[config.mk]
export PLATFORM = sky130hd
export DESIGN_NAME = adjacency_matrix_graph_store_core_flat
export DESIGN_NICKNAME = d
export VERILOG_FILES = /design/src/hdl/amg_pkg.sv /design/src/hdl/amg_if.sv /design/src/hdl/amg_cell.sv /design/src/hdl/adjacency_matrix_graph_store_core.sv /design/src/flat_wrapper.sv
export VERILOG_INCLUDE_DIRS = /design/src /design/src/hdl
export SDC_FILE = /design/constraint.sdc
export NUM_CORES = 2
export LEC_CHECK = 0
export ABC_AREA = 1
export BUFFER_PORTS_ARGS = -buffer_cell sky130_fd_sc_hd__buf_2
export CORE_MARGIN = 2
export CORE_UTILIZATION = 50
export DETAILED_ROUTE_END_ITERATION = 10
export GPL_ROUTABILITY_DRIVEN = 0
export PLACE_DENSITY = 0.61
export SYNTH_ARGS = -nofsm -noshare
export SYNTH_HDL_FRONTEND = slang
export SYNTH_SLANG_ARGS = --single-unit
[constraint.sdc]
create_clock -name i_clk -period 45.6 [get_ports i_clk]
set_clock_uncertainty 0.2 [all_clocks]
set_input_delay 9.12 -clock i_clk [delete_from_list [all_inputs] [get_ports i_clk]]
set_output_delay 9.12 -clock i_clk [all_outputs]
set_load 0.01 [all_outputs]
[src/hdl/adjacency_matrix_graph_store_core_defines.svh]
// Assertion macros for the adjacency matrix graph store.
// Taken in by the top level through an include; depends on nothing else.
`ifndef ADJACENCY_MATRIX_GRAPH_STORE_CORE_DEFINES_SVH
`define ADJACENCY_MATRIX_GRAPH_STORE_CORE_DEFINES_SVH

// Same-cycle implication, checked outside reset.
`define AMG_ASSERT_NOW(lbl, clk, rst_n, ante, cons) \
    lbl: assert property (@(posedge clk) disable iff (!rst_n) (ante) |-> (cons)) \
        else $error("assertion failed");

// Next-cycle implication, checked outside reset.
`define AMG_ASSERT_NEXT(lbl, clk, rst_n, ante, cons) \
    lbl: assert property (@(posedge clk) disable iff (!rst_n) (ante) |=> (cons)) \
        else $error("assertion failed");

`endif

[src/hdl/amg_pkg.sv]
// Shared codes for the adjacency matrix graph store: request modes and result kinds.
// Depends on nothing.
`default_nettype none
package amg_pkg;
    localparam int ID_BITS   = 16;
    localparam int MODE_BITS = 3;
    localparam int KIND_BITS = 3;
    localparam int DEG_BITS  = 5;

    localparam logic [MODE_BITS-1:0] MODE_ADD_VERTEX = 3'd0;
    localparam logic [MODE_BITS-1:0] MODE_ADD_EDGE   = 3'd1;
    localparam logic [MODE_BITS-1:0] MODE_DEL_VERTEX = 3'd2;
    localparam logic [MODE_BITS-1:0] MODE_DEL_EDGE   = 3'd3;
    localparam logic [MODE_BITS-1:0] MODE_ADJ_QUERY  = 3'd4;
    localparam logic [MODE_BITS-1:0] MODE_MIN_QUERY  = 3'd5;

    localparam logic [KIND_BITS-1:0] KIND_EXISTS  = 3'd0;
    localparam logic [KIND_BITS-1:0] KIND_NONE    = 3'd1;
    localparam logic [KIND_BITS-1:0] KIND_ADJ     = 3'd2;
    localparam logic [KIND_BITS-1:0] KIND_MIN     = 3'd3;
    localparam logic [KIND_BITS-1:0] KIND_EMPTY   = 3'd4;
    localparam logic [KIND_BITS-1:0] KIND_UNKNOWN = 3'd5;
    localparam logic [KIND_BITS-1:0] KIND_FULL    = 3'd6;
endpackage
`default_nettype wire

[src/hdl/amg_if.sv]
// Valid/ready channel interfaces for requests and results of the graph store.
// Depends on amg_pkg for field widths.
`default_nettype none
interface amg_req_if;
    logic                             valid;
    logic                             ready;
    logic [amg_pkg::MODE_BITS-1:0]    mode;
    logic [amg_pkg::ID_BITS-1:0]      first_id;
    logic [amg_pkg::ID_BITS-1:0]      second_id;
    modport source (output valid, mode, first_id, second_id, input ready);
    modport sink   (input valid, mode, first_id, second_id, output ready);
endinterface

interface amg_rsp_if;
    logic                             valid;
    logic                             ready;
    logic [amg_pkg::KIND_BITS-1:0]    kind;
    logic                             adjacent;
    logic [amg_pkg::ID_BITS-1:0]      answer_id;
    logic [amg_pkg::DEG_BITS-1:0]     degree;
    modport source (output valid, kind, adjacent, answer_id, degree, input ready);
    modport sink   (input valid, kind, adjacent, answer_id, degree, output ready);
endinterface
`default_nettype wire

[src/hdl/amg_cell.sv]
// One slot of the graph store ring: valid mark, vertex id and adjacency row.
// Depends on nothing; instantiated by the top level.
`default_nettype none
module amg_cell #(
    parameter int N   = 32,
    parameter int IDW = 16
) (
    input  wire logic           i_clk,
    input  wire logic           i_rst_n,
    input  wire logic           i_shift,
    input  wire logic           i_valid,
    input  wire logic [IDW-1:0] i_id,
    input  wire logic [N-1:0]   i_row,
    output logic                o_valid,
    output logic [IDW-1:0]      o_id,
    output logic [N-1:0]        o_row
);
    logic           r_valid;
    logic [IDW-1:0] r_id;
    logic [N-1:0]   r_row;

    always_ff @(posedge i_clk) begin
        if (!i_rst_n) begin
            r_valid <= 1'b0;
            r_row   <= '0;
        end else if (i_shift) begin
            r_valid <= i_valid;
            r_row   <= i_row;
        end
    end

    always_ff @(posedge i_clk) begin
        if (i_shift) begin
            r_id <= i_id;
        end
    end

    assign o_valid = r_valid;
    assign o_id    = r_id;
    assign o_row   = r_row;
endmodule
`default_nettype wire

[src/hdl/adjacency_matrix_graph_store_core.sv]
// Channel    Dir  Fields                                   Beat when
// i_req      in   mode, first_id, second_id                valid && ready
// o_rsp      out  kind, adjacent, answer_id, degree        valid && ready
//
// Each request turns the ring of slot cells once to search, and once more to write when
// it changes the graph.
// Reset is synchronous and active low; it clears every valid mark and adjacency row.
// A result waits in the output register; a new request is taken while it waits.
// A stalled result holds the block in its answer state until the beat goes out.
// Depends on amg_pkg, amg_if, amg_cell and the defines header.
`default_nettype none
`include "adjacency_matrix_graph_store_core_defines.svh"
module adjacency_matrix_graph_store_core #(
    parameter int MAX_VERTICES = 32,
    parameter int ID_WIDTH     = 16
) (
    input  wire logic  i_clk,
    input  wire logic  i_rst_n,
    amg_req_if.sink    i_req,
    amg_rsp_if.source  o_rsp
);
    localparam int N  = MAX_VERTICES;
    localparam int SW = (N > 1) ? $clog2(N) : 1;
    localparam int DW = $clog2(N + 1);
    localparam logic [SW-1:0] LAST   = SW'(N - 1);
    localparam logic [N-1:0]  ONEHOT = {{(N-1){1'b0}}, 1'b1};

    typedef enum logic [2:0] {S_IDLE, S_SCAN, S_EVAL, S_RESP, S_APPLY} t_state;

    t_state r_state;
    logic [SW-1:0] r_cnt;

    // Latched request.
    logic [amg_pkg::MODE_BITS-1:0] r_mode;
    logic [ID_WIDTH-1:0] r_a, r_b;

    // Search results gathered while the ring turns once.
    logic r_fa, r_fb, r_ff, r_fm;
    logic [SW-1:0] r_sa, r_sb, r_sf, r_sm, r_ta;
    logic [N-1:0] r_row_a, r_row_b, r_row_m;
    logic [ID_WIDTH-1:0] r_min_id;
    logic [DW-1:0] r_deg_a, r_deg_b, r_deg_m;

    // Output register.
    logic r_out_valid;
    logic [amg_pkg::KIND_BITS-1:0] r_kind;
    logic r_adj;
    logic [amg_pkg::ID_BITS-1:0] r_ans;
    logic [amg_pkg::DEG_BITS-1:0] r_deg;

    // Ring of cells; cell 0 is the head the controller looks at.
    logic w_valid [N];
    logic [ID_WIDTH-1:0] w_id [N];
    logic [N-1:0] w_row [N];
    logic n_valid;
    logic [ID_WIDTH-1:0] n_id;
    logic [N-1:0] n_row;
    logic w_shift;

    assign w_shift = (r_state == S_SCAN) || (r_state == S_APPLY);

    for (genvar j = 0; j < N; j++) begin : g_cell
        if (j == N - 1) begin : g_tail
            amg_cell #(.N(N), .IDW(ID_WIDTH)) u_cell (
                .i_clk(i_clk), .i_rst_n(i_rst_n), .i_shift(w_shift),
                .i_valid(n_valid), .i_id(n_id), .i_row(n_row),
                .o_valid(w_valid[j]), .o_id(w_id[j]), .o_row(w_row[j])
            );
        end else begin : g_body
            amg_cell #(.N(N), .IDW(ID_WIDTH)) u_cell (
                .i_clk(i_clk), .i_rst_n(i_rst_n), .i_shift(w_shift),
                .i_valid(w_valid[j+1]), .i_id(w_id[j+1]), .i_row(w_row[j+1]),
                .o_valid(w_valid[j]), .o_id(w_id[j]), .o_row(w_row[j])
            );
        end
    end

    // The head slot passes to the tail, edited during the write pass.
    // r_cnt is the slot number of the row currently at the head.
    always_comb begin
        n_valid = w_valid[0];
        n_id    = w_id[0];
        n_row   = w_row[0];
        if (r_state == S_APPLY) begin
            case (r_mode)
                amg_pkg::MODE_ADD_VERTEX: begin
                    n_row[r_ta] = 1'b0;
                    if (r_cnt == r_ta) begin
                        n_valid = 1'b1;
                        n_id    = r_a;
                        n_row   = '0;
                    end
                end
                amg_pkg::MODE_DEL_VERTEX: begin
                    n_row[r_ta] = 1'b0;
                    if (r_cnt == r_ta) begin
                        n_valid = 1'b0;
                        n_row   = '0;
                    end
                end
                amg_pkg::MODE_ADD_EDGE, amg_pkg::MODE_DEL_EDGE: begin
                    if (r_cnt == r_sa) begin
                        n_row[r_sb] = (r_mode == amg_pkg::MODE_ADD_EDGE);
                    end
                    if (r_cnt == r_sb) begin
                        n_row[r_sa] = (r_mode == amg_pkg::MODE_ADD_EDGE);
                    end
                end
                default: begin
                end
            endcase
        end
    end

    // Answer formation for the response state.
    logic w_emit, w_apply;
    logic [amg_pkg::KIND_BITS-1:0] w_kind;
    logic w_adj;
    logic [ID_WIDTH-1:0] w_pick;
    logic [amg_pkg::ID_BITS-1:0] w_ans;
    logic [amg_pkg::DEG_BITS-1:0] w_deg;

    always_comb begin
        w_emit  = 1'b0;
        w_apply = 1'b0;
        w_kind  = amg_pkg::KIND_EXISTS;
        w_adj   = 1'b0;
        w_ans   = '0;
        w_deg   = '0;
        if (r_deg_a > r_deg_b) begin
            w_pick = r_b;
        end else if (r_deg_a < r_deg_b) begin
            w_pick = r_a;
        end else begin
            w_pick = (r_a > r_b) ? r_b : r_a;
        end
        unique case (r_mode)
            amg_pkg::MODE_ADD_VERTEX: begin
                if (r_fa) begin
                    w_emit = 1'b1;
                    w_kind = amg_pkg::KIND_EXISTS;
                end else if (!r_ff) begin
                    w_emit = 1'b1;
                    w_kind = amg_pkg::KIND_FULL;
                end else begin
                    w_apply = 1'b1;
                end
            end
            amg_pkg::MODE_ADD_EDGE, amg_pkg::MODE_DEL_EDGE: begin
                if (!r_fa || !r_fb) begin
                    w_emit = 1'b1;
                    w_kind = amg_pkg::KIND_UNKNOWN;
                end else if (r_row_a[r_sb] && (r_mode == amg_pkg::MODE_ADD_EDGE)) begin
                    w_emit = 1'b1;
                    w_kind = amg_pkg::KIND_EXISTS;
                end else if (!r_row_a[r_sb] && (r_mode == amg_pkg::MODE_DEL_EDGE)) begin
                    w_emit = 1'b1;
                    w_kind = amg_pkg::KIND_NONE;
                end else begin
                    w_apply = 1'b1;
                end
            end
            amg_pkg::MODE_DEL_VERTEX: begin
                if (!r_fa) begin
                    w_emit = 1'b1;
                    w_kind = amg_pkg::KIND_UNKNOWN;
                end else begin
                    w_apply = 1'b1;
                end
            end
            amg_pkg::MODE_ADJ_QUERY: begin
                w_emit = 1'b1;
                if (!r_fa || !r_fb) begin
                    w_kind = amg_pkg::KIND_UNKNOWN;
                end else begin
                    w_kind = amg_pkg::KIND_ADJ;
                    w_adj  = r_row_a[r_sb];
                    w_ans  = amg_pkg::ID_BITS'(w_pick);
                end
            end
            amg_pkg::MODE_MIN_QUERY: begin
                w_emit = 1'b1;
                if (!r_fm) begin
                    w_kind = amg_pkg::KIND_EMPTY;
                end else begin
                    w_kind = amg_pkg::KIND_MIN;
                    w_ans  = amg_pkg::ID_BITS'(r_min_id);
                    w_deg  = (32'(r_deg_m) > 32'd31) ? 5'd31 : amg_pkg::DEG_BITS'(r_deg_m);
                end
            end
            default: begin
            end
        endcase
    end

    always_ff @(posedge i_clk) begin
        if (!i_rst_n) begin
            r_state     <= S_IDLE;
            r_cnt       <= '0;
            r_out_valid <= 1'b0;
        end else begin
            // A beat that leaves while a new result is loaded is replaced below.
            if (r_out_valid && o_rsp.ready && !((r_state == S_RESP) && w_emit)) begin
                r_out_valid <= 1'b0;
            end
            unique case (r_state)
                S_IDLE: begin
                    if (i_req.valid) begin
                        r_mode  <= i_req.mode;
                        r_a     <= ID_WIDTH'(i_req.first_id);
                        r_b     <= ID_WIDTH'(i_req.second_id);
                        r_fa    <= 1'b0;
                        r_fb    <= 1'b0;
                        r_ff    <= 1'b0;
                        r_fm    <= 1'b0;
                        r_cnt   <= '0;
                        r_state <= S_SCAN;
                    end
                end
                S_SCAN: begin
                    // Look at the slot at the head as the ring turns.
                    if (w_valid[0] && (w_id[0] == r_a) && !r_fa) begin
                        r_fa    <= 1'b1;
                        r_sa    <= r_cnt;
                        r_row_a <= w_row[0];
                    end
                    if (w_valid[0] && (w_id[0] == r_b) && !r_fb) begin
                        r_fb    <= 1'b1;
                        r_sb    <= r_cnt;
                        r_row_b <= w_row[0];
                    end
                    if (!w_valid[0] && !r_ff) begin
                        r_ff <= 1'b1;
                        r_sf <= r_cnt;
                    end
                    if (w_valid[0] && (!r_fm || (w_id[0] < r_min_id))) begin
                        r_fm     <= 1'b1;
                        r_sm     <= r_cnt;
                        r_min_id <= w_id[0];
                        r_row_m  <= w_row[0];
                    end
                    if (r_cnt == LAST) begin
                        r_cnt   <= '0;
                        r_state <= S_EVAL;
                    end else begin
                        r_cnt <= r_cnt + 1'b1;
                    end
                end
                S_EVAL: begin
                    // Degrees leave out the self-loop bit.
                    r_deg_a <= DW'($countones(r_row_a & ~(ONEHOT << r_sa)));
                    r_deg_b <= DW'($countones(r_row_b & ~(ONEHOT << r_sb)));
                    r_deg_m <= DW'($countones(r_row_m & ~(ONEHOT << r_sm)));
                    r_ta    <= (r_mode == amg_pkg::MODE_ADD_VERTEX) ? r_sf : r_sa;
                    r_state <= S_RESP;
                end
                S_RESP: begin
                    if (w_emit) begin
                        if (!r_out_valid || o_rsp.ready) begin
                            r_out_valid <= 1'b1;
                            r_kind      <= w_kind;
                            r_adj       <= w_adj;
                            r_ans       <= w_ans;
                            r_deg       <= w_deg;
                            r_state     <= S_IDLE;
                        end
                    end else if (w_apply) begin
                        r_cnt   <= '0;
                        r_state <= S_APPLY;
                    end else begin
                        r_state <= S_IDLE;
                    end
                end
                S_APPLY: begin
                    if (r_cnt == LAST) begin
                        r_cnt   <= '0;
                        r_state <= S_IDLE;
                    end else begin
                        r_cnt <= r_cnt + 1'b1;
                    end
                end
                default: begin
                    r_state <= S_IDLE;
                end
            endcase
        end
    end

    assign i_req.ready     = (r_state == S_IDLE);
    assign o_rsp.valid     = r_out_valid;
    assign o_rsp.kind      = r_kind;
    assign o_rsp.adjacent  = r_adj;
    assign o_rsp.answer_id = r_ans;
    assign o_rsp.degree    = r_deg;

    // A taken request starts a fresh pass from slot zero.
    `AMG_ASSERT_NEXT(a_start_scan, i_clk, i_rst_n, i_req.valid && i_req.ready, (r_state == S_SCAN) && (r_cnt == '0))
    // Each ring pass ends with the ring back in its home position.
    `AMG_ASSERT_NEXT(a_pass_wrap, i_clk, i_rst_n, w_shift && (r_cnt == LAST), r_cnt == '0)
    // A pending result is never dropped while the sink stalls.
    `AMG_ASSERT_NEXT(a_hold_out, i_clk, i_rst_n, r_out_valid && !o_rsp.ready, r_out_valid && $stable(r_kind) && $stable(r_ans))
endmodule
`default_nettype wire
[src/flat_wrapper.sv]
// flat-port wrapper written by rule: the top's interface ports become plain ports
module adjacency_matrix_graph_store_core_flat 
#(
    parameter int MAX_VERTICES = 32,
    parameter int ID_WIDTH     = 16
)
  (i_clk, i_rst_n, i_req_valid, i_req_mode, i_req_first_id, i_req_second_id, i_req_ready, o_rsp_valid, o_rsp_kind, o_rsp_adjacent, o_rsp_answer_id, o_rsp_degree, o_rsp_ready);
  amg_req_if i_req_i ();
  amg_rsp_if o_rsp_i ();
  input  wire logic i_clk;
  input  wire logic i_rst_n;
  input wire logic [$bits(i_req_i.valid)-1:0] i_req_valid;
  input wire logic [$bits(i_req_i.mode)-1:0] i_req_mode;
  input wire logic [$bits(i_req_i.first_id)-1:0] i_req_first_id;
  input wire logic [$bits(i_req_i.second_id)-1:0] i_req_second_id;
  output wire logic [$bits(i_req_i.ready)-1:0] i_req_ready;
  output wire logic [$bits(o_rsp_i.valid)-1:0] o_rsp_valid;
  output wire logic [$bits(o_rsp_i.kind)-1:0] o_rsp_kind;
  output wire logic [$bits(o_rsp_i.adjacent)-1:0] o_rsp_adjacent;
  output wire logic [$bits(o_rsp_i.answer_id)-1:0] o_rsp_answer_id;
  output wire logic [$bits(o_rsp_i.degree)-1:0] o_rsp_degree;
  input wire logic [$bits(o_rsp_i.ready)-1:0] o_rsp_ready;
  assign i_req_i.valid = i_req_valid;
  assign i_req_i.mode = i_req_mode;
  assign i_req_i.first_id = i_req_first_id;
  assign i_req_i.second_id = i_req_second_id;
  assign i_req_ready = i_req_i.ready;
  assign o_rsp_valid = o_rsp_i.valid;
  assign o_rsp_kind = o_rsp_i.kind;
  assign o_rsp_adjacent = o_rsp_i.adjacent;
  assign o_rsp_answer_id = o_rsp_i.answer_id;
  assign o_rsp_degree = o_rsp_i.degree;
  assign o_rsp_i.ready = o_rsp_ready;
  adjacency_matrix_graph_store_core #(.MAX_VERTICES(MAX_VERTICES), .ID_WIDTH(ID_WIDTH)) u_core (.i_clk(i_clk), .i_rst_n(i_rst_n), .i_req(i_req_i), .o_rsp(o_rsp_i));
endmodule
==> impl_results.rst <==
.. list-table::
   :header-rows: 1

   * - Metric
     - Value
   * - Status
     - completed
   * - Setup repair after global routing missed its margin
     - no
   * - Slew margin rel.
     - 0.0896
   * - Path class of the lowest-slack min-delay path
     - flop to flop
   * - Time the final worst path needs with I/O delays and setup
     - 12.10 ns
   * - Count of different cell masters after synthesis
     - 43
   * - Mean instance size in the synthesized netlist
     - 9.71 um2
   * - Synth Instances
     - ~7000
   * - Most frequent cells after synthesis
     - nor2_1 (2224), o21ai_0 (1165), dfxtp_1 (1065)
   * - Floorplan row count
     - approximately 130
   * - Grt ovf
     - 0
   * - Worst VDD drop
     - 0.0582 mV
   * - First-pass iteration count of the detailed router
     - 6
   * - Final net count
     - 7074
   * - Count of max-cap constraint violations
     - 0
   * - Worst setup path class
     - input port to flop
   * - Reg2Reg Capture Point
     - u_core.g_cell[14].g_body.u_cell.o_row[13]
   * - Clk pin slew, worst setup/hold paths
     - 0.06 ns
   * - Synth Warn #
     - 0
   * - Die Span Y
     - 372 um
   * - Routed wire length
     - 145000 um
   * - Average via count per standard cell
     - 5.24
   * - Vias in the first global route
     - 42740
   * - Placeable core area
     - about 130000 um2
   * - Library cell occupying the most area in the post-synthesis netlist
     - edfxtp_1
   * - Worst reg2reg path startpoint
     - u_core.r_state[2]
   * - Count of state elements after synthesis
     - 1796
   * - Number of gates given a new drive strength after cts
     - 0
   * - CP startpoint
     - i_rst_n
   * - Top-level port count
     - 66
   * - Layer with the highest usage
     - met1
   * - Sequential fraction of the synthesis area
     - 0.641
   * - Clock network latency to the later pin of the worst-skew pair
     - 0.80 ns
   * - Initial antenna violation count
     - 8
   * - Cell Area, Synth
     - 67500 um2
   * - Leading cell type by number of instances after synthesis
     - nor2_1
   * - Fraction of registers with async set or reset after synthesis
     - 0
   * - Port bufs
     - 65
   * - Flop-to-flop setup slack
     - 38.99 ns
   * - Post-cts hold buffer count
     - 0
   * - Post-route ant nets
     - 0
   * - Maximum number of buffers from clock root to sink
     - 3
   * - Number of setup violations in the final report
     - 0
   * - Die area
     - ~140000 um2
   * - Max Clk Rate
     - about 0.083 GHz
   * - Met1 Resource Use GR
     - 0.321
   * - Leakage
     - 31.2 nW
   * - Worst Max-Slew Pin Slew
     - 1.36 ns
   * - Die X-Extent
     - 372 um
   * - Arrival time worst endpoint
     - 12.60 ns
   * - CTS tree
     - built
   * - Post-Syn Nets
     - 7185
   * - Clock Root Buffer
     - clkbuf_16
   * - Final hold violation count
     - 0
   * - Fraction of final layout cells sized beyond drive strength 1
     - 0.0580
   * - Count of pins over their slew limit
     - 0
   * - Nature of the critical path endpoint
     - flop
   * - # H-tree levels
     - 4
   * - Main area contributors after synthesis
     - edfxtp_1 (33%), dfxtp_1 (32%), nor2_1 (12%), o21ai_0 (8.6%), fa_1 (2.3%)
   * - Critical path capture point
     - u_core.g_cell[0].g_body.u_cell.o_row[11]
   * - Worst Hold Margin
     - roughly 0.19 ns
   * - Number of sinks handled by clock tree synthesis
     - 1796
   * - Initial detailed-routing violation count
     - about 4800
   * - Average wire per cell in the routed design
     - 16.5 um
   * - TritonCTS buffer count
     - ~180
   * - Pwr per Cell Area
     - 69.8 nW/um2
   * - First-pass GRT wire length
     - 232000 um
   * - Setup fix buffers added after clock tree synthesis
     - 0
   * - Effective utilization at floorplan
     - 0.505
   * - Post-route setup TNS
     - 0 ns
   * - Cell count of the worst reg-to-reg path
     - 12
   * - CP required
     - 46.10 ns
   * - Gr usage total
     - 0.208
   * - Post-synth EDFFs
     - ~730
   * - Most instantiated flip-flop cell in the synthesis netlist
     - dfxtp_1
   * - Maximum number of pins on one net before global-route repair
     - 293
   * - Type of origin of the critical path
     - input port
   * - Proportion of netlist area held by the largest area contributor
     - 0.325
   * - Grt met3 use
     - 0.0394
   * - DP HPWL
     - roughly 86000 um
   * - Worst-path fanout max
     - about 130
   * - DRC Markers
     - 0
   * - Relative area change from synthesis to final layout
     - 10.5%
   * - Global-route met2 utilization
     - 0.291
   * - Count of vias placed by the detailed router
     - around 46000
   * - Final clock period utilization by the worst path
     - 0.265
## registers in the layout, indices dropped and copies added (netlist names), 6 cells and up
| name | count |
|---|---|
| u_core.r_min_id | 16 |
| u_core.g_cell.g_tail.u_cell.o_id | 16 |
| u_core.g_cell.g_body.u_cell.o_id | 496 |
| u_core.r_deg_a | 6 |
| u_core.r_a | 16 |
| u_core.r_row_a | 32 |
| u_core.r_deg_m | 6 |
| u_core.r_deg_b | 6 |
| u_core.g_cell.g_body.u_cell.o_row | 992 |
| u_core.g_cell.g_body.u_cell.o_valid | 31 |
| u_core.g_cell.g_tail.u_cell.o_row | 32 |
| u_core.r_row_b | 32 |
| u_core.r_row_m | 32 |
| u_core.r_b | 16 |
| u_core.o_rsp.answer_id | 16 |
## worst min path at each step
stage / start / to / cells after the start
finish: u_core.g_cell[23].g_body.u_cell.o_id[1] / u_core.g_cell[22].g_body.u_cell.o_id[1] / 0
global route: u_core.g_cell[26].g_body.u_cell.o_id[8] / u_core.g_cell[25].g_body.u_cell.o_id[8] / 0
CTS: u_core.g_cell[26].g_body.u_cell.o_id[8] / u_core.g_cell[25].g_body.u_cell.o_id[8] / 0
detailed placement: u_core.g_cell[1].g_body.u_cell.o_id[12] / u_core.g_cell[0].g_body.u_cell.o_id[12] / 0
global placement: u_core.g_cell[20].g_body.u_cell.o_id[2] / u_core.g_cell[19].g_body.u_cell.o_id[2] / 0
floorplan: u_core.g_cell[1].g_body.u_cell.o_id[0] / u_core.g_cell[0].g_body.u_cell.o_id[0] / 0
## logic make-up after synthesis
logic type / synth area share
compound gates: 0.106
fa+ha+maj: 0.0437
buf+inv: 0.0482
simple gates: 0.158
xor+xnor: 0.00324
flops: 0.641
## cell usage in the layout (no fill, tap or decap), types with 4 or more instances in the layout
| cell type | n |
|---|---|
| a31oi_1 | 4 |
| edfxtp_1 | 731 |
| clkinv_1 | 22 |
| nor3_1 | 17 |
| a21boi_0 | 8 |
| nor4_1 | 4 |
| o21ai_1 | 34 |
| o22ai_1 | 20 |
| clkbuf_1 | 60 |
| ha_1 | 111 |
| nand4_2 | 17 |
| nand4_1 | 36 |
| clkinvlp_4 | 4 |
| nand3_1 | 92 |
| a21oi_1 | 155 |
| buf_4 | 44 |
| clkinv_8 | 4 |
| xor2_1 | 16 |
| fa_1 | 78 |
| clkbuf_16 | 182 |
| clkbuf_8 | 30 |
| clkinv_2 | 20 |
| o211ai_1 | 9 |
| nand2_1 | 309 |
| o21ai_0 | 1165 |
| dfxtp_1 | 1065 |
| nor2_1 | 2220 |
| inv_1 | 412 |
| nor2_2 | 4 |
| xnor2_1 | 8 |
| buf_2 | 64 |
## area by class of cell
| cell class | instances | area, um2 |
|---|---|---|
| diodes | 2 | 5.00 |
| clock buffers | 272 | 5190 |
| clock inverters | 62 | 556 |
| fillers | 11791 | 59200 |
| inverters | 419 | 1580 |
| multi-input cells | 4338 | 21100 |
| flip-flops and latches | 1796 | 43300 |
| well taps | 1768 | 2210 |
| repair buffers | 112 | 726 |
## critical path, cell delays in order
cell	delay [ns]
buf_8	0.38
buf_4	0.67
buf_4	0.94
buf_4	0.81
o21ai_0	0.26
a21oi_1	0.16
## metal layers
layer  wire length (um)  share of wire  up-vias
li1                   -              -    22715
met1              71500           0.49    21784
met2              59900           0.41     1193
met3               9590          0.066      266
met4               4010          0.028        4
met5                 24        0.00017        -
## power by group
group | internal (mW) | total [mW] | switching (mW) | leakage [nW]
Clock | 0.807 | 1.42 | 0.609 | 2.79
Sequential | 2.35 | 2.64 | 0.292 | 15.6
Combinational | 0.334 | 1.15 | 0.812 | 12.9
## metrics by stage
step / cells / util / setup WS (ns) / instance area (um2) / power (mW)
3_3_place_gp: 8433 / 0.515 / 32.82 / 68800 / 3.80
6_report: 8769 / 0.558 / 33.50 / 74600 / 5.21
2_1_floorplan: 6957 / - / 29.14 / 67500 / 3.57
5_1_grt: 8767 / 0.558 / 33.11 / 74600 / 5.57
4_1_cts: 8767 / 0.558 / 33.57 / 74600 / 5.26
3_5_place_dp: 8433 / 0.515 / 32.74 / 68800 / 3.82
Power figures use the tool's default switching activity.
